--- src/hdl/ecpp_pkg.sv ---
// Package for the ECP parallel port register block.
// Holds the opcodes, register indexes, mode bits and FIFO sizing.
`default_nettype none
package ecpp_pkg;
    localparam int FifoDepth = 16;
    localparam int PtrW = $clog2(FifoDepth);

    typedef enum logic [1:0] {
        OP_WRITE = 2'd0,
        OP_READ  = 2'd1,
        OP_TICK  = 2'd2,
        OP_NONE  = 2'd3
    } opcode_t;

    localparam logic [3:0] REG_DATA    = 4'd0;
    localparam logic [3:0] REG_STATUS  = 4'd1;
    localparam logic [3:0] REG_CONTROL = 4'd2;
    localparam logic [3:0] REG_EPPA    = 4'd3;
    localparam logic [3:0] REG_EPPD0   = 4'd4;
    localparam logic [3:0] REG_EPPD1   = 4'd5;
    localparam logic [3:0] REG_EPPD2   = 4'd6;
    localparam logic [3:0] REG_EPPD3   = 4'd7;
    localparam logic [3:0] REG_FIFO    = 4'd8;
    localparam logic [3:0] REG_CFGB    = 4'd9;
    localparam logic [3:0] REG_ECR     = 4'd10;
    localparam logic [3:0] REG_DDIR    = 4'd12;
    localparam logic [3:0] REG_SDIR    = 4'd13;
    localparam logic [3:0] REG_CDIR    = 4'd14;
    localparam logic [3:0] REG_FEAT    = 4'd15;

    localparam logic CFG_MODE    = 1'b0;
    localparam logic CFG_FEATURE = 1'b1;

    function automatic logic [PtrW-1:0] ptr_inc(input logic [PtrW-1:0] p);
        logic [PtrW-1:0] r;
        r = (p == PtrW'(FifoDepth - 1)) ? '0 : p + 1'b1;
        return r;
    endfunction

    function automatic logic [PtrW-1:0] ptr_dec(input logic [PtrW-1:0] p);
        logic [PtrW-1:0] r;
        r = (p == '0) ? PtrW'(FifoDepth - 1) : p - 1'b1;
        return r;
    endfunction
endpackage
`default_nettype wire

--- src/hdl/ecp_parallel_port_registers_core.sv ---
// Top level of the ECP parallel port register block.
// Uses ecpp_pkg; the FIFO store is held in this module.
//
// One word is taken per clock while the input is not stalled: each register
// access or poll tick is decoded and applied straight from the input ports
// into the state and result registers, so its result appears in the cycle
// after acceptance. The input stalls only while a result waits on a
// stalled output, during a configuration write and during the restart cycle
// that follows it or the release of reset. The 16-entry FIFO is a register
// array read and written in the same update. A configuration write stores the
// new power-on mode or feature defaults and restarts the register set on the
// next cycle.
`default_nettype none
module ecp_parallel_port_registers_core (
    input  wire logic       clk,
    input  wire logic       rst_n,
    input  wire logic       cfg_write,
    input  wire logic       cfg_index,
    input  wire logic [7:0] cfg_data,
    input  wire logic       in_valid,
    output logic            in_stall,
    input  wire logic [1:0] opcode,
    input  wire logic [3:0] reg_select,
    input  wire logic [7:0] write_data,
    input  wire logic [7:0] data_pins,
    input  wire logic [4:0] status_pins,
    input  wire logic [3:0] control_pins,
    input  wire logic       epp_ready,
    output logic            out_valid,
    input  wire logic       out_stall,
    output logic [7:0]      read_data,
    output logic [7:0]      data_drive,
    output logic [7:0]      data_enable,
    output logic [3:0]      control_drive,
    output logic [3:0]      control_enable,
    output logic [4:0]      status_drive,
    output logic [4:0]      status_enable
);
    import ecpp_pkg::*;

    logic [2:0] mode_cfg_reg;
    logic [7:0] feat_cfg_reg;
    logic       restart_reg;

    logic [7:0] dl_reg, dc_reg, ecr_reg, oh_reg, tm_reg, fb_reg;
    logic [7:0] ddir_reg, dout_reg;
    logic [3:0] cout_reg, cdir_reg;
    logic [4:0] sdir_reg, sout_reg;
    logic [PtrW-1:0] rp_reg, wp_reg;
    logic [8:0] fifo_mem [FifoDepth];

    logic [7:0] dl_n, dc_n, ecr_n, oh_n, tm_n, fb_n, ddir_n, dout_n, rd_n;
    logic [3:0] cout_n, cdir_n;
    logic [4:0] sdir_n, sout_n;
    logic [PtrW-1:0] rp_n, wp_n;
    logic       fw_en;
    logic [PtrW-1:0] fw_addr;
    logic [8:0] fw_data;

    logic       take;
    logic       in_valid_reg;
    logic [7:0] rd_reg;

    assign in_stall = cfg_write || restart_reg || (out_valid && out_stall);
    assign take = in_valid && !in_stall;

    always_comb
    begin
        logic [7:0] b, t, dcl;
        logic [4:0] s;
        logic       direct, busy, ack, put, get, stop;
        logic [8:0] putw, getw;
        logic [2:0] m;
        dl_n = dl_reg; dc_n = dc_reg; ecr_n = ecr_reg; oh_n = oh_reg;
        tm_n = tm_reg; fb_n = fb_reg; ddir_n = ddir_reg; dout_n = dout_reg;
        cout_n = cout_reg; cdir_n = cdir_reg; sdir_n = sdir_reg; sout_n = sout_reg;
        rp_n = rp_reg; wp_n = wp_reg; rd_n = 8'hFF;
        fw_en = 1'b0; fw_addr = wp_reg; fw_data = '0;
        b = write_data; t = '0; s = '0; m = '0; dcl = '0;
        direct = fb_reg[6]; busy = status_pins[4]; ack = status_pins[3];
        put = 1'b0; get = 1'b0; putw = '0; stop = 1'b0;
        getw = ecr_reg[0] ? fifo_mem[ptr_dec(rp_reg)] : fifo_mem[rp_reg];
        unique case (opcode_t'(opcode))
            OP_WRITE:
            begin
                unique case (reg_select)
                    REG_DATA:
                    begin
                        if ((oh_reg & 8'h4C) != 0)
                        begin
                            put = 1'b1; putw = {1'b0, b};
                        end
                        else
                        begin
                            dl_n = b;
                            if (!dc_reg[5])
                            begin
                                dout_n = b;
                                if (fb_reg[0]) ddir_n = ~b;
                            end
                        end
                    end
                    REG_STATUS:
                    begin
                        if (oh_reg[4] && !b[0]) tm_n = {tm_reg[7:1], 1'b0};
                        s = b[7:3];
                        if (!direct) s = (s ^ 5'h10) | ~sdir_reg;
                        sout_n = s;
                    end
                    REG_CONTROL:
                    begin
                        t = b | 8'hC0;
                        if ((oh_reg & 8'h05) != 0) t = t & 8'hDF;
                        dc_n = t;
                        if (!direct)
                        begin
                            if (t[5] != dc_reg[5])
                            begin
                                if (t[5])
                                begin
                                    ddir_n = 8'h00; dout_n = 8'hFF;
                                end
                                else
                                begin
                                    dout_n = dl_reg;
                                    ddir_n = fb_reg[0] ? ~dl_reg : 8'hFF;
                                end
                            end
                            t = t ^ 8'h0B;
                        end
                        cout_n = t[3:0];
                        if (fb_reg[2]) cdir_n = ~t[3:0];
                    end
                    REG_EPPA, REG_EPPD0, REG_EPPD1, REG_EPPD2, REG_EPPD3:
                    begin
                        dout_n = b;
                        if (busy || !epp_ready) tm_n = tm_reg | 8'h01;
                    end
                    REG_FIFO:
                    begin
                        if ((oh_reg & 8'h4C) != 0)
                        begin
                            put = 1'b1; putw = {1'b1, b};
                        end
                    end
                    REG_ECR:
                    begin
                        m = b[7:5];
                        ecr_n = (b & 8'hF8) | 8'h05;
                        oh_n = 8'(1) << m;
                        tm_n = (m == 3'd4) ? 8'hFE : 8'hFF;
                        if ((m == 3'd0 || m == 3'd2) && dc_reg[5])
                        begin
                            dc_n = dc_reg & 8'hDF;
                            dout_n = dl_reg;
                            ddir_n = fb_reg[0] ? ~dl_reg : 8'hFF;
                        end
                        rp_n = '0; wp_n = '0;
                    end
                    REG_DDIR: ddir_n = b;
                    REG_SDIR:
                    begin
                        sdir_n = b[7:3];
                        if (!direct) sout_n = sout_reg | ~b[7:3];
                    end
                    REG_CDIR: cdir_n = b[3:0];
                    REG_FEAT:
                    begin
                        t = b & 8'h45;
                        fb_n = t;
                        if (!t[6])
                        begin
                            if ((t[0] != fb_reg[0]) && !dc_reg[5])
                                ddir_n = t[0] ? ~dout_reg : 8'hFF;
                            if (t[2] != fb_reg[2])
                                cdir_n = t[2] ? ~cout_reg : 4'hF;
                            if (fb_reg[6])
                            begin
                                if (dc_reg[5])
                                begin
                                    ddir_n = 8'h00; dout_n = 8'hFF;
                                end
                                else
                                begin
                                    dout_n = dl_reg;
                                    ddir_n = t[0] ? ~dl_reg : 8'hFF;
                                end
                                sdir_n = '0; sout_n = 5'h1F;
                                dcl = dc_reg ^ 8'h0B;
                                cout_n = dcl[3:0]; cdir_n = 4'hF;
                            end
                        end
                    end
                    default: ;
                endcase
            end
            OP_READ:
            begin
                unique case (reg_select)
                    REG_DATA:
                    begin
                        if ((oh_reg & 8'h4C) != 0)
                        begin
                            get = 1'b1; rd_n = getw[7:0];
                        end
                        else rd_n = data_pins;
                    end
                    REG_STATUS:
                    begin
                        t = {status_pins, 3'b111};
                        if (!direct) t = t ^ 8'h80;
                        rd_n = t & tm_reg;
                    end
                    REG_CONTROL:
                    begin
                        t = {4'h0, ((oh_reg & 8'h4C) != 0) ? cout_reg : control_pins};
                        if (!direct) t = t ^ 8'h0B;
                        rd_n = t | (dc_reg & 8'hF0);
                    end
                    REG_EPPA, REG_EPPD0, REG_EPPD1, REG_EPPD2, REG_EPPD3:
                    begin
                        rd_n = data_pins;
                        if (busy || !epp_ready) tm_n = tm_reg | 8'h01;
                    end
                    REG_FIFO:
                    begin
                        if ((oh_reg & 8'hCC) == 0) rd_n = 8'hFF;
                        else if (oh_reg[7]) rd_n = 8'h10;
                        else
                        begin
                            get = 1'b1; rd_n = getw[7:0];
                        end
                    end
                    REG_CFGB: rd_n = oh_reg[7] ? 8'h00 : 8'hFF;
                    REG_ECR:  rd_n = ecr_reg;
                    REG_DDIR: rd_n = ddir_reg;
                    REG_SDIR: rd_n = {sdir_reg, 3'b000};
                    REG_CDIR: rd_n = {4'h0, cdir_reg};
                    REG_FEAT: rd_n = fb_reg;
                    default:  rd_n = 8'hFF;
                endcase
            end
            OP_TICK:
            begin
                if (oh_reg[2])
                begin
                    if (!ecr_reg[0] && !busy)
                    begin
                        get = 1'b1;
                        dout_n = getw[7:0];
                        cout_n = cout_reg | 4'h1;
                    end
                end
                else if (oh_reg[3])
                begin
                    if (dc_reg[5])
                    begin
                        if (!ecr_reg[1])
                        begin
                            if (!cout_reg[1])
                            begin
                                if (ack) stop = 1'b1;
                                else cout_n = cout_reg | 4'h2;
                            end
                            if (!stop && ack)
                            begin
                                put = 1'b1; putw = {busy, data_pins};
                                cout_n = cout_n & 4'hD;
                            end
                        end
                    end
                    else
                    begin
                        if (cout_reg[0])
                        begin
                            if (ecr_reg[0] || busy) stop = 1'b1;
                            else
                            begin
                                get = 1'b1;
                                dout_n = getw[7:0];
                                cout_n = {cout_reg[3:2], getw[8], 1'b0};
                            end
                        end
                        if (!stop && busy) cout_n = cout_n | 4'h1;
                    end
                end
            end
            default: ;
        endcase
        if (put && !ecr_reg[1])
        begin
            fw_en = 1'b1; fw_data = putw;
            wp_n = ptr_inc(wp_reg);
            ecr_n = {ecr_reg[7:2], (ptr_inc(wp_reg) == rp_reg), 1'b0};
        end
        if (get && !ecr_reg[0])
        begin
            rp_n = ptr_inc(rp_reg);
            ecr_n = {ecr_reg[7:2], 1'b0, (ptr_inc(rp_reg) == wp_reg)};
        end
    end

    always_ff @(posedge clk)
    begin
        if (take && fw_en) fifo_mem[fw_addr] <= fw_data;
    end

    always_ff @(posedge clk or negedge rst_n)
    begin
        if (!rst_n)
        begin
            mode_cfg_reg <= 3'd1; feat_cfg_reg <= 8'h00; restart_reg <= 1'b1;
            in_valid_reg <= 1'b0;
            dl_reg <= '0; dc_reg <= '0; ecr_reg <= '0; oh_reg <= '0; tm_reg <= '0;
            fb_reg <= '0; ddir_reg <= '0; dout_reg <= '0; cout_reg <= '0;
            cdir_reg <= '0; sdir_reg <= '0; sout_reg <= '0; rp_reg <= '0;
            wp_reg <= '0; rd_reg <= '0;
        end
        else if (cfg_write || restart_reg)
        begin
            restart_reg <= 1'b0;
            in_valid_reg <= 1'b0;
            if (cfg_write)
            begin
                if (cfg_index == CFG_MODE) mode_cfg_reg <= cfg_data[2:0];
                else feat_cfg_reg <= cfg_data;
                restart_reg <= 1'b1;
            end
            else
            begin
                fb_reg <= feat_cfg_reg & 8'h45;
                dl_reg <= '0;
                dc_reg <= 8'hCC;
                dout_reg <= '0;
                ddir_reg <= feat_cfg_reg[0] ? 8'hFF : 8'hFF;
                sdir_reg <= '0; sout_reg <= 5'h1F;
                cout_reg <= 4'h7; cdir_reg <= 4'hF;
                ecr_reg <= {mode_cfg_reg, 5'h05};
                oh_reg <= 8'(1) << mode_cfg_reg;
                tm_reg <= (mode_cfg_reg == 3'd4) ? 8'hFE : 8'hFF;
                rp_reg <= '0; wp_reg <= '0;
            end
        end
        else
        begin
            if (out_valid && !out_stall) in_valid_reg <= 1'b0;
            if (take)
            begin
                in_valid_reg <= 1'b1;
                dl_reg <= dl_n; dc_reg <= dc_n; ecr_reg <= ecr_n; oh_reg <= oh_n;
                tm_reg <= tm_n; fb_reg <= fb_n; ddir_reg <= ddir_n; dout_reg <= dout_n;
                cout_reg <= cout_n; cdir_reg <= cdir_n; sdir_reg <= sdir_n;
                sout_reg <= sout_n; rp_reg <= rp_n; wp_reg <= wp_n; rd_reg <= rd_n;
            end
        end
    end

    assign out_valid      = in_valid_reg;
    assign read_data      = rd_reg;
    assign data_drive     = dout_reg;
    assign data_enable    = ddir_reg;
    assign control_drive  = cout_reg;
    assign control_enable = cdir_reg;
    assign status_drive   = sout_reg;
    assign status_enable  = sdir_reg;
endmodule
`default_nettype wire

--- config.mk ---
export PLATFORM = sky130hd
export DESIGN_NAME = ecp_parallel_port_registers_core
export DESIGN_NICKNAME = d
export VERILOG_FILES = /design/src/hdl/ecpp_pkg.sv /design/src/hdl/ecp_parallel_port_registers_core.sv
export SDC_FILE = /design/constraint.sdc
export NUM_CORES = 1
export LEC_CHECK = 0
export ABC_AREA = 1
export BUFFER_PORTS_ARGS = -buffer_cell sky130_fd_sc_hd__buf_2
export CAP_MARGIN = 20
export CORE_ASPECT_RATIO = 1.1
export CORE_MARGIN = 3
export CORE_UTILIZATION = 50
export DETAILED_ROUTE_END_ITERATION = 12
export GPL_TIMING_DRIVEN = 0
export PLACE_DENSITY = 0.66
export SYNTH_ARGS = -nofsm -noshare
export SYNTH_HDL_FRONTEND = slang
export SYNTH_SLANG_ARGS = --single-unit
--- constraint.sdc ---
create_clock -name clk -period 4.28 [get_ports clk]
set_clock_uncertainty 0.15 [all_clocks]
set_input_delay 0.214 -clock clk [delete_from_list [all_inputs] [get_ports clk]]
set_output_delay 0.214 -clock clk [all_outputs]
set_load 0.03 [all_outputs]
==> results of run 1 <==
layout make-up:
cell class | instances | share of cell area
Timing Repair Buffer | 124 | 0.0522
Sequential cell | 236 | 0.419
Tap cell | 352 | 0.0278
Inverter | 163 | 0.0386
Multi-Input combinational cell | 1240 | 0.381
Clock inverter | 14 | 0.0101
Clock buffer | 36 | 0.0448
Buffer | 94 | 0.0264
power groups by stage:
stage | Combinational, uW | Sequential [uW] | Clock, uW
floorplan | 460 | 2760 | 0
global placement | 921 | 2660 | 0
detailed placement | 925 | 2660 | 0
CTS | 948 | 2620 | 2340
global route | 1040 | 2630 | 2450
finish | 962 | 2620 | 2320
how the worst max path moves through the flow:
stage | from | endpoint | depth (start not counted)
3_3_place_gp | rp_reg[0]$_DFFE_PN0P_ | data_drive[6]$_DFFE_PN0P_ | 15
4_1_cts | rp_reg[0]$_DFFE_PN0P_ | data_drive[3]$_DFFE_PN0P_ | 15
3_5_place_dp | rp_reg[0]$_DFFE_PN0P_ | data_drive[3]$_DFFE_PN0P_ | 15
5_1_grt | rp_reg[0]$_DFFE_PN0P_ | data_drive[0]$_DFFE_PN0P_ | 15
2_1_floorplan | rp_reg[0]$_DFFE_PN0P_ | read_data[6]$_DFFE_PN0P_ | 15
6_report | rp_reg[0]$_DFFE_PN0P_ | data_drive[6]$_DFFE_PN0P_ | 15
what timing repair did:
action,in CTS,in global routing
endpoints found under the hold margin,68,0
endpoints found under the setup margin,0,6
hold buffers,22,0
gates resized for setup,0,7
worst max-delay path: cells and delay by family (launching register included):
kind / cells / cell delay (ps)
fa+ha+maj: 1 / 350
buf+inv: 7 / 1980
flops: 1 / 390
simple gates: 7 / 1100
routing by layer:
layer,vias to the layer above,wire length (um),global-route usage
met5,-,0,0
met4,0,4820,0.259
met3,259,5190,0.0638
met2,900,26400,0.616
met1,6407,19600,0.448
li1,6276,-,-
stage by stage:
step	setup WS, ps	instance area (um2)	utilization	hold WS, ps
floorplan	1540	13700	-	-232
global placement	34.8	14500	0.548	289
detailed placement	90.6	14700	0.554	153
CTS	71.3	15800	0.595	8.42
global route	14.1	15800	0.597	36.3
finish	193	15800	0.597	3.39
cell usage in the layout, fill, tap and decap left out, types with 5 or more instances in the layout:
| cell type | instances |
|---|---|
| a221oi_1 | 7 |
| buf_6 | 11 |
| o21ai_0 | 116 |
| o2111ai_1 | 6 |
| a21oi_1 | 55 |
| buf_1 | 22 |
| o211ai_1 | 10 |
| clkbuf_16 | 27 |
| inv_2 | 10 |
| buf_2 | 100 |
| buf_4 | 14 |
| nand2_2 | 5 |
| o22ai_1 | 30 |
| nand2_1 | 440 |
| dlygate4sd3_1 | 22 |
| nor4_1 | 6 |
| a41oi_1 | 5 |
| nand3_1 | 350 |
| xor2_1 | 11 |
| edfxtp_1 | 144 |
| clkinv_1 | 5 |
| or2_2 | 10 |
| a31oi_1 | 7 |
| ha_1 | 9 |
| inv_1 | 150 |
| nor2_1 | 94 |
| clkbuf_1 | 53 |
| o21ai_1 | 7 |
| dfrtp_1 | 90 |
| nor3_1 | 11 |
| nor2_2 | 7 |
| nand4_1 | 9 |
| a22o_1 | 6 |
cells by family after synthesis:
| logic type | Yosys count |
|---|---|
| xor gates and xnor gates | 12 |
| muxes | 2 |
| and+or+nand+nor | 944 |
| adders and majority gates | 9 |
| DFF | 236 |
| buffers and inverters | 257 |
| AOI/OAI and AO/OA | 273 |
==> results by group, run 1 <==
STA
  – Crit path time final: 4090 ps
  – RSZ-0062 raised after global routing: no
  – Ratio of final minimum period to clock period: 0.955
  – Slew @ Worst Pin: 1210 ps
  – Final setup vio count: 0
  – Fin Setup TNS: 0 ps
  – Fmax: 245 MHz
  – Slew margin rel.: 0.177
  – Slew Viols, Final: 0
  – Hold Violations, Final: 0

Critical path
  – Worst R2R End: data_drive[6]$_DFFE_PN0P_
  – CP Cell Sequence: buf_2 > inv_1 > buf_2 > buf_1 > ha_1 > inv_1 > clkbuf_1 > clkbuf_2 > nand3_1 > nand3_1 > nand3_1 > nand3_1 > nand3_1 > nand2_1 > nand2_1
  – CP endpoint kind: flop
  – Slowest cell on the critical path: buf_1
  – Most used cell, CP: nand3_1
  – CP Data Required Time: 4560 ps
  – Critical path class: flop to flop
  – Worst path max stage delay: between 500 and 600 ps
  – Type of origin of the critical path: flop
  – R2r setup slk: roughly 190 ps
  – Worst Reg-to-Reg Cells: 15
  – Crit Path Max Fanout: 10
  – Crit Reg-Reg Startpoint: rp_reg[0]$_DFFE_PN0P_
  – Critical Path AT: around 4400 ps

Synthesis
  – Synth Net Count: 1,788
  – Area share of fa/ha/maj cells after synthesis: 0.00823
  – Post-Syn Area: 0.0137 mm2
  – Largest cells by area after synthesis: edfxtp_1 32%, dfrtp_1 16%, nand3_1 13%
  – Synthesized instance count: around 1,700
  – Top_reg_cell synth: edfxtp_1
  – Top cell type by total area after synthesis: edfxtp_1
  – Synth cell count leaders: 440 x nand2_1, 350 x nand3_1, 150 x inv_1
  – Avg Cell Area, Syn: between 7 and 8 um2
  – Compound-cell area share of the yosys netlist: 0.117
  – Async set-reset flop share out of synthesis: 0.390
  – Synth top area share: 0.316
  – Post-synth EDFFs: 144
  – Distinct cell type count after synthesis: 54
  – Synth Register Bits: 236
  – XOR/XNOR Fraction of Synth Area: 0.00823
  – Most frequent cell after synthesis: nand2_1
  – Synth Area in Simple Gates: 0.306
  – Seq/Total Area, Yosys: 0.484
  – Main combinational cell family by area after synthesis: simple AND/OR/NAND/NOR gates
  – Synth warnings: 0
  – Multiplexer area fraction after synthesis: 0.00155

Power and ir drop
  – Clock power share: 0.393
  – Switch Pwr: around 1800 uW
  – Combinational power share: 0.163
  – Power per Cell Area: 373 mW/mm2
  – Seq pwr share: 0.444
  – Peak supply drop: about 0.36 mV
  – Tot Pwr: a little under 6000 uW
  – Leak: 0.00669 uW
  – Net Sw Frac: 0.300
  – Int Power: a little over 4000 uW

Cells and area
  – Max FFs per register: ~140
  – Total Nets Final: roughly 1,900
  – Layout cell share with drive strength beyond 1: 0.113
  – Non-Filler Instances: 2,259
  – Reg with most FFs: fifo_mem
  – Sequential Area: 0.00663 mm2
  – Area growth, synth to finish: 15.6%
  – Filler cells: roughly 2,500
  – Area occupied by multi-input gates: approximately 0.0060 mm2
  – Ant diodes: 0

Floorplan
  – FP Rows: a little over 60
  – Die area: 0.0294 mm2
  – Die span in y: 180 um
  – Initial Utilization: 0.516
  – Area of the core: around 0.027 mm2
  – Die X: 164 um
  – I/O pin count: 90

Global route
  – Pin count of the biggest net entering global routing: 52
  – First-pass GRT wire length: about 83,000 um
  – Initial antenna violation count: 0
  – Number of global-route vias before repair: about 13,000
  – Remaining global-route overflow: 0
  – Total GRT Usage: 0.376

Routing
  – Antenna Nets Post-Route: 0
  – Total Routed Length: around 56,000 um
  – DRT iter0 DRCs: between 1,500 and 2,000
  – Via count: roughly 14,000
  – Via density: between 6 and 7
  – Drt first pass iters: 6
  – Remaining DRCs: 0
  – Wirelength per Cell: approximately 25 um

Job
  – Max_cap viols: 0

Hold path
  – Hold depth: 5
  – Hold path startpoint: data_pins[5]
  – Worst min-delay path category: input port to flop
  – Worst Hold Path EP: read_data[5]$_DFFE_PN0P_

Clock network
  – Clk buf depth: 3
  – CTS root buffer: clkbuf_16
  – Clk Latency, worst-skew pair: approximately 560 ps
  – H-Tree Depth: 1
  – CTS tree: done
  – Clk sink count: between 200 and 250
  – Post-CTS Setup Bufs: 0
  – Clock Pin Slew Worst Setup and Hold Paths: around 60 ps
  – CTS buffer count: 27

Place
  – Post-DP HPWL: 42,200 um
  – Buffers on Ports: 83
  – Placed cells: around 2,200
  – RePlAce Congestion: about 1.1

Status
  – Status: complete, no violations
No activity file was read; power rests on OpenSTA's default activity.
==> inputs of run 2 (changes only) <==
--- a/config.mk
+++ b/config.mk
@@ -9,7 +9,7 @@
 export BUFFER_PORTS_ARGS = -buffer_cell sky130_fd_sc_hd__buf_2
 export CAP_MARGIN = 20
 export CORE_ASPECT_RATIO = 1.1
-export CORE_MARGIN = 3
+export CORE_MARGIN = 5
 export CORE_UTILIZATION = 50
 export DETAILED_ROUTE_END_ITERATION = 12
 export GPL_TIMING_DRIVEN = 0
==> run 2 against run 1 <==
Net effect: clock power about the same; highest routed layer unchanged; count of clock-buffer cells in the layout decreased by 1; critical path depth is 1 lower; register-to-register slack worse by 50 ps; core utilization shrank 0.91 points; non-clock buffer count is 1 lower; global-route usage decreased by 2.5 points; critical endpoint is now data_drive[1]$_DFFE_PN0P_; sequential cell count is the same; sequential share of layout area is essentially flat.
==> results by group, run 2 (synthesized netlist as in run 1, its figures left out) <==
Status
  – Status: complete, no violations

Clock network
  – CTS tree: done
  – Post-CTS Setup Bufs: 0 (unchanged)
  – Clk sink count: 236 (unchanged)
  – CTS buffer count: 26 (-3.7%)
  – H-Tree Depth: 1 (unchanged)
  – Clk Latency, worst-skew pair: 550 ps (about the same)
  – Clk buf depth: 3 (unchanged)
  – Clock Pin Slew Worst Setup and Hold Paths: 60 ps (about the same)
  – CTS root buffer: clkbuf_16

Hold path
  – Hold depth: 5 (unchanged)
  – Hold path startpoint: data_pins[6]
  – Worst min-delay path category: input port to flop
  – Worst Hold Path EP: read_data[6]$_DFFE_PN0P_

STA
  – Slew @ Worst Pin: 1160 ps (-52.8 ps)
  – Fmax: 242 MHz (-1.1%)
  – Crit path time final: 4130 ps (+47.5 ps)
  – Final setup vio count: 0 (unchanged)
  – Slew margin rel.: 0.220 (+0.0428)
  – Hold Violations, Final: 0 (unchanged)
  – Ratio of final minimum period to clock period: 0.966 (+0.0111)
  – RSZ-0062 raised after global routing: no
  – Slew Viols, Final: 0 (unchanged)
  – Fin Setup TNS: 0 ps (unchanged)

Global route
  – Remaining global-route overflow: 0 (unchanged)
  – Pin count of the biggest net entering global routing: 69 (+33%)
  – Number of global-route vias before repair: 13,546 (+1.3%)
  – Initial antenna violation count: 0 (unchanged)
  – First-pass GRT wire length: 83,100 um (about the same)
  – Total GRT Usage: 0.351 (-0.0247)

Routing
  – Remaining DRCs: 0 (unchanged)
  – Total Routed Length: 55,000 um (-1.8%)
  – Via density: 6.17 (+0.75%)
  – Via count: 13,965 (+0.89%)
  – Antenna Nets Post-Route: 0 (unchanged)
  – Wirelength per Cell: 24.3 um (-1.9%)
  – DRT iter0 DRCs: 1,754 (+6.3%)
  – Drt first pass iters: 6 (unchanged)

Place
  – Post-DP HPWL: 41,700 um (-1.2%)
  – Buffers on Ports: 83 (unchanged)
  – RePlAce Congestion: 1.07 (-0.18%)

Critical path
  – Slowest cell on the critical path: clkbuf_1
  – Crit Reg-Reg Startpoint: rp_reg[0]$_DFFE_PN0P_
  – Most used cell, CP: nand3_1
  – R2r setup slk: 150 ps (-50 ps)
  – CP Data Required Time: 4570 ps (about the same)
  – CP endpoint kind: flop
  – Crit Path Max Fanout: 11 (+1)
  – Type of origin of the critical path: flop
  – CP Launch Point: rp_reg[0]$_DFFE_PN0P_
  – Worst R2R End: data_drive[1]$_DFFE_PN0P_
  – Critical Path AT: 4420 ps (+60 ps)
  – CP Cell Sequence: buf_2 > inv_1 > buf_2 > buf_1 > ha_1 > inv_1 > clkbuf_1 > nand3_1 > nand3_1 > nand3_1 > nand3_1 > nand3_1 > nand2_1 > nand2_1
  – Worst Reg-to-Reg Cells: 14 (-1)
  – Critical path class: flop to flop
  – Worst path max stage delay: 660 ps (+150 ps)

Cells and area
  – Reg with most FFs: fifo_mem
  – Sequential Area: 0.00663 mm2 (unchanged)
  – Max FFs per register: 144 (unchanged)
  – Layout cell share with drive strength beyond 1: 0.111 (-0.00140)
  – Layout Utilization: 0.588 (-0.00915)
  – Area occupied by multi-input gates: 0.00604 mm2 (about the same)
  – Filler cells: 2,586 (+4.8%)
  – Total Nets Final: 1,939 (-0.10%)
  – Area growth, synth to finish: 15.7% (about the same)
  – Commonest non-fill, non-tap cell in the layout: nand2_1
  – Commonest non-fill, non-tap cells in the layout: 440 x nand2_1, 350 x nand3_1, 150 x inv_1

Floorplan
  – Initial Utilization: 0.508 (-0.00819)
  – FP Rows: 63 (+1.6%)
  – Die X: 168 um (+2.4%)
  – Die area: 0.0308 mm2 (+4.7%)
  – I/O pin count: 90 (unchanged)
  – Die span in y: 184 um (+2.2%)
  – Area of the core: 0.0270 mm2 (+1.6%)

Job
  – Max_cap viols: 0 (unchanged)

Power and ir drop
  – Leak: 0.00669 uW (-0.11%)
  – Power per Cell Area: 372 mW/mm2 (-0.35%)
  – Peak supply drop: 0.353 mV (-1.9%)
==> run 2: worst max-delay path: cells and delay by family, from the launching register on <==
family | cells | cell delay (ps)
fa+ha+maj | 1 | 340
buf+inv | 6 | 2030
flops | 1 | 390
simple gates | 7 | 1110
==> run 2: stage by stage <==
step	std cells	power, uW	hold slack, ps	instance area (um2)	setup slack [ps]
floorplan	1733	3220	-232	13700	1540
finish	2262	5890	27.0	15800	146
global placement	2173	3580	285	14600	210
detailed placement	2186	3590	11.1	14700	240
CTS	2260	5890	5.24	15800	209
global route	2261	6090	35.8	15800	46.2
==> run 2: final cells by class <==
| class | count | area share |
|---|---|---|
| timing repair buffer | 124 | 0.0530 |
| tap | 357 | 0.0282 |
| antenna | 1 | 0.000158 |
| multi-input combinational | 1240 | 0.381 |
| sequential | 236 | 0.418 |
| clock inverter | 13 | 0.00790 |
| inverter | 163 | 0.0386 |
| buffer | 93 | 0.0259 |
| clock buffer | 35 | 0.0465 |
==> run 2: how the worst max path moves through the flow <==
stage | depth (start not counted) | endpoint | slack (ps)
after global routing | 14 | data_drive[3]$_DFFE_PN0P_ | 50
final | 14 | data_drive[1]$_DFFE_PN0P_ | 150
after floorplan | 15 | read_data[6]$_DFFE_PN0P_ | 1540
after detailed placement | 15 | data_drive[5]$_DFFE_PN0P_ | 240
after CTS | 15 | data_drive[5]$_DFFE_PN0P_ | 210
after global placement | 15 | data_drive[3]$_DFFE_PN0P_ | 210
==> run 2: metal layers <==
metal,share of wire,routed length [um],vias up,track usage
li1,-,-,6272,-
met3,0.098,5400,221,0.0740
met2,0.47,26000,911,0.583
met4,0.074,4050,0,0.220
met5,0,0,-,0
met1,0.36,19600,6561,0.418
==> run 2: repair_timing <==
| action | 4_1_cts | 5_1_grt |
|---|---|---|
| endpoints found under the setup margin | 0 | 5 |
| gates resized for setup | 0 | 2 |
| hold buffers | 26 | 0 |
| hold endpoints to repair | 111 | 0 |
==> run 2: where the power goes <==
group / internal, uW / switching, uW / leakage [uW]
Combinational: 274 / 704 / 0.00360
Sequential: 2510 / 100 / 0.00266
Clock: 1330 / 964 / 0.000426
Total: 4120 / 1770 / 0.00669
==> inputs of run 3 (changes only) <==
--- a/config.mk
+++ b/config.mk
@@ -9,7 +9,6 @@
 export BUFFER_PORTS_ARGS = -buffer_cell sky130_fd_sc_hd__buf_2
 export CAP_MARGIN = 20
 export CORE_ASPECT_RATIO = 1.1
-export CORE_MARGIN = 5
 export CORE_UTILIZATION = 50
 export DETAILED_ROUTE_END_ITERATION = 12
 export GPL_TIMING_DRIVEN = 0
==> run 3 against run 2 <==
Net effect: setup slack better by 200 ps; fmax is 5.2% higher; die area is 8.9% lower; critical path depth is 2 lower; sequential cell count stayed put; critical endpoint is now data_drive[0]$_DFFE_PN0P_; via count hardly changed; final cell count is 0.44% higher.
==> results by group, run 3 (synthesized netlist as in run 1, its figures left out) <==
Cells and area
  – Max FFs per register: 144 (unchanged)
  – Filler cells: 2,459 (-4.9%)
  – Layout cell share with drive strength beyond 1: 0.119 (+0.00772)
  – Area growth, synth to finish: 16.9%
  – Finished Cell Area: 0.0160 mm2 (+0.99%)
  – Commonest non-fill, non-tap cells in the layout: 440 x nand2_1, 350 x nand3_1, 150 x inv_1
  – Commonest non-fill, non-tap cell in the layout: nand2_1
  – Total Nets Final: 1,950 (+0.57%)
  – Ant diodes: 0 (-1)
  – Layout Utilization: 0.593 (+0.00585)
  – Reg with most FFs: fifo_mem

Critical path
  – CP endpoint kind: flop
  – Buf+Inv Stages, Crit Path: 4 (-2)
  – CP Data Required Time: 4580 ps (about the same)
  – Crit Path Max Fanout: 10 (-1)
  – Critical Path AT: 4230 ps (-190 ps)
  – Top Family by Delay on Critical Path: buffers and inverters
  – Slowest cell on the critical path: clkbuf_1
  – Worst path max stage delay: 600 ps (-60 ps)
  – CP Cell Sequence: inv_2 > clkbuf_1 > ha_1 > clkbuf_1 > clkbuf_1 > nand3_1 > nand3_1 > nand3_1 > nand3_1 > nand3_1 > nand2_1 > nand2_1
  – Most used cell, CP: nand3_1
  – Type of origin of the critical path: flop
  – Critical path class: flop to flop

Floorplan
  – Die X: 160 um (-4.8%)
  – Die area: 0.0280 mm2 (-8.9%)
  – Die span in y: 176 um (-4.4%)
  – I/O pin count: 90 (unchanged)
  – Area of the core: 0.0270 mm2 (unchanged)
  – Initial Utilization: 0.508 (unchanged)
  – FP Rows: 63 (unchanged)

Power and ir drop
  – Seq pwr share: 0.432 (-0.012)
  – Leak: 0.00678 uW (+1.4%)
  – Combinational power share: 0.162 (-0.004)
  – Net Sw Frac: 0.301 (+0.000605)
  – Tot Pwr: 6080 uW (+3.3%)
  – Int Power: 4250 uW (+3.2%)
  – Peak supply drop: 0.348 mV (-1.5%)
  – Clock power share: 0.405 (+0.015)
  – Power per Cell Area: 380 mW/mm2 (+2.3%)
  – Switch Pwr: 1830 uW (+3.5%)

Clock network
  – Clk buf depth: 3 (unchanged)
  – CTS tree: done
  – Post-CTS Setup Bufs: 0 (unchanged)
  – Clk Latency, worst-skew pair: 560 ps (about the same)
  – CTS root buffer: clkbuf_16
  – H-Tree Depth: 1 (unchanged)
  – CTS buffer count: 27 (+3.8%)
  – Clock Pin Slew Worst Setup and Hold Paths: 70 ps (about the same)
  – Clk sink count: 236 (unchanged)

Routing
  – DRT iter0 DRCs: 1,853 (+5.6%)
  – M1 wire length: 20,400 um (+4.4%)
  – Antenna Nets Post-Route: 0 (unchanged)
  – Met3 WL: 5430 um (+0.61%)
  – Drt first pass iters: 6 (unchanged)
  – Wirelength per Cell: 25.4 um (+4.6%)
  – Met2 routed WL: 27,200 um (+4.8%)
  – Via count: 13,974 (+0.064%)
  – Total Routed Length: 57,800 um (+5.1%)
  – Highest routed metal layer: met4
  – Via density: 6.15 (-0.38%)
  – Remaining DRCs: 0 (unchanged)

Place
  – RePlAce Congestion: 1.05 (-2.1%)
  – Area post-placement: 0.0147 mm2 (about the same)
  – Buffers on Ports: 83 (unchanged)
  – Post-DP HPWL: 43,300 um (+3.8%)

Global route
  – Initial antenna violation count: 0 (unchanged)
  – Remaining global-route overflow: 0 (unchanged)
  – Pin count of the biggest net entering global routing: 66 (-4.3%)
  – Total GRT Usage: 0.414 (+0.0625)
  – Number of global-route vias before repair: 13,158 (-2.9%)
  – First-pass GRT wire length: 84,700 um (+2.0%)

Job
  – Max_cap viols: 0 (unchanged)

STA
  – Hold Violations, Final: 0 (unchanged)
  – Fin Setup TNS: 0 ps (unchanged)
  – Slew margin rel.: 0.286 (+0.0663)
  – RSZ-0062 raised after global routing: no
  – Crit path time final: 3930 ps (-203 ps)
  – Fmax: 254 MHz (+5.2%)
  – Ratio of final minimum period to clock period: 0.918 (-0.0475)
  – Slew Viols, Final: 0 (unchanged)
  – Final setup vio count: 0 (unchanged)
  – Slew @ Worst Pin: 1060 ps (-98.8 ps)

Hold path
  – Worst min-delay path category: input port to flop

Status
  – Status: complete, no violations
## run 3: changes by cell type in the layout (fill, tap and decap cells not counted), sizes merged
cell / delta
bufinv: +3
clkinv: +3
buf: +5
diode: -1
dlygate4sd3: +2
clkinvlp: +1
clkbuf: -3
## run 3: stage by stage
step                hold slack [ps]  setup slack (ps)  cells
global placement                284               175   2173
detailed placement             30.8               140   2189
floorplan                      -232              1540   1733
CTS                            9.51               127   2266
finish                         20.4               349   2272
global route                   45.3               140   2272
## run 3: final timing paths
| check | from | endpoint | slack (ps) | depth (start not counted) |
|---|---|---|---|---|
| max | rp_reg[1]$_DFFE_PN0P_ | data_drive[0]$_DFFE_PN0P_ | 350 | 12 |
| min | data_pins[1] | read_data[1]$_DFFE_PN0P_ | 20 | 5 |
| max reg2reg | rp_reg[1]$_DFFE_PN0P_ | data_drive[0]$_DFFE_PN0P_ | 350 | 12 |
| min reg2reg | ecr_reg[2]$_DFFE_PN0P_ | ecr_reg[2]$_DFFE_PN0P_ | 310 | 2 |
| max in group asynchronous | rst_n | mode_cfg_reg[0]$_DFFE_PN1P_ | 3540 | 3 |
| min in group asynchronous | rst_n | control_drive[2]$_DFFE_PN0P_ | 50 | 3 |
## run 3: cell type report
type	instances	area, um2	share of cell area
Clock buffer	29	683	0.0427
Sequential cell	236	6630	0.414
Clock inverter	20	246	0.0154
Buffer	93	415	0.0260
Timing Repair Buffer	134	927	0.0580
Tap cell	357	447	0.0279
Inverter	163	612	0.0382
Multi-Input combinational cell	1240	6040	0.377
## run 3: layer usage
metal  vias to the layer above  GRT usage
met1                      6492      0.487
met2                       970      0.690
met4                         0      0.302
met5                         -          0
li1                       6280          -
met3                       232     0.0652
## run 3: what timing repair did
action	4_1_cts	5_1_grt
endpoints found under the setup margin	0	14
hold buffers	28	0
endpoints found under the hold margin	111	0
resized for setup	0	8
## run 3: power by group through the flow
stage / Combinational (uW) / Clock (uW) / Sequential [uW]
2_1_floorplan: 460 / 0 / 2760
3_3_place_gp: 938 / 0 / 2660
3_5_place_dp: 939 / 0 / 2670
4_1_cts: 968 / 2470 / 2620
5_1_grt: 1060 / 2550 / 2640
6_report: 987 / 2460 / 2630
## run 3: tightest hold or removal path: cells and delay by family
family	cells	cell delay (ps)
AO/OA/AOI/OAI	2	210
AND/OR/NAND/NOR	2	120
buffers and inverters	1	110
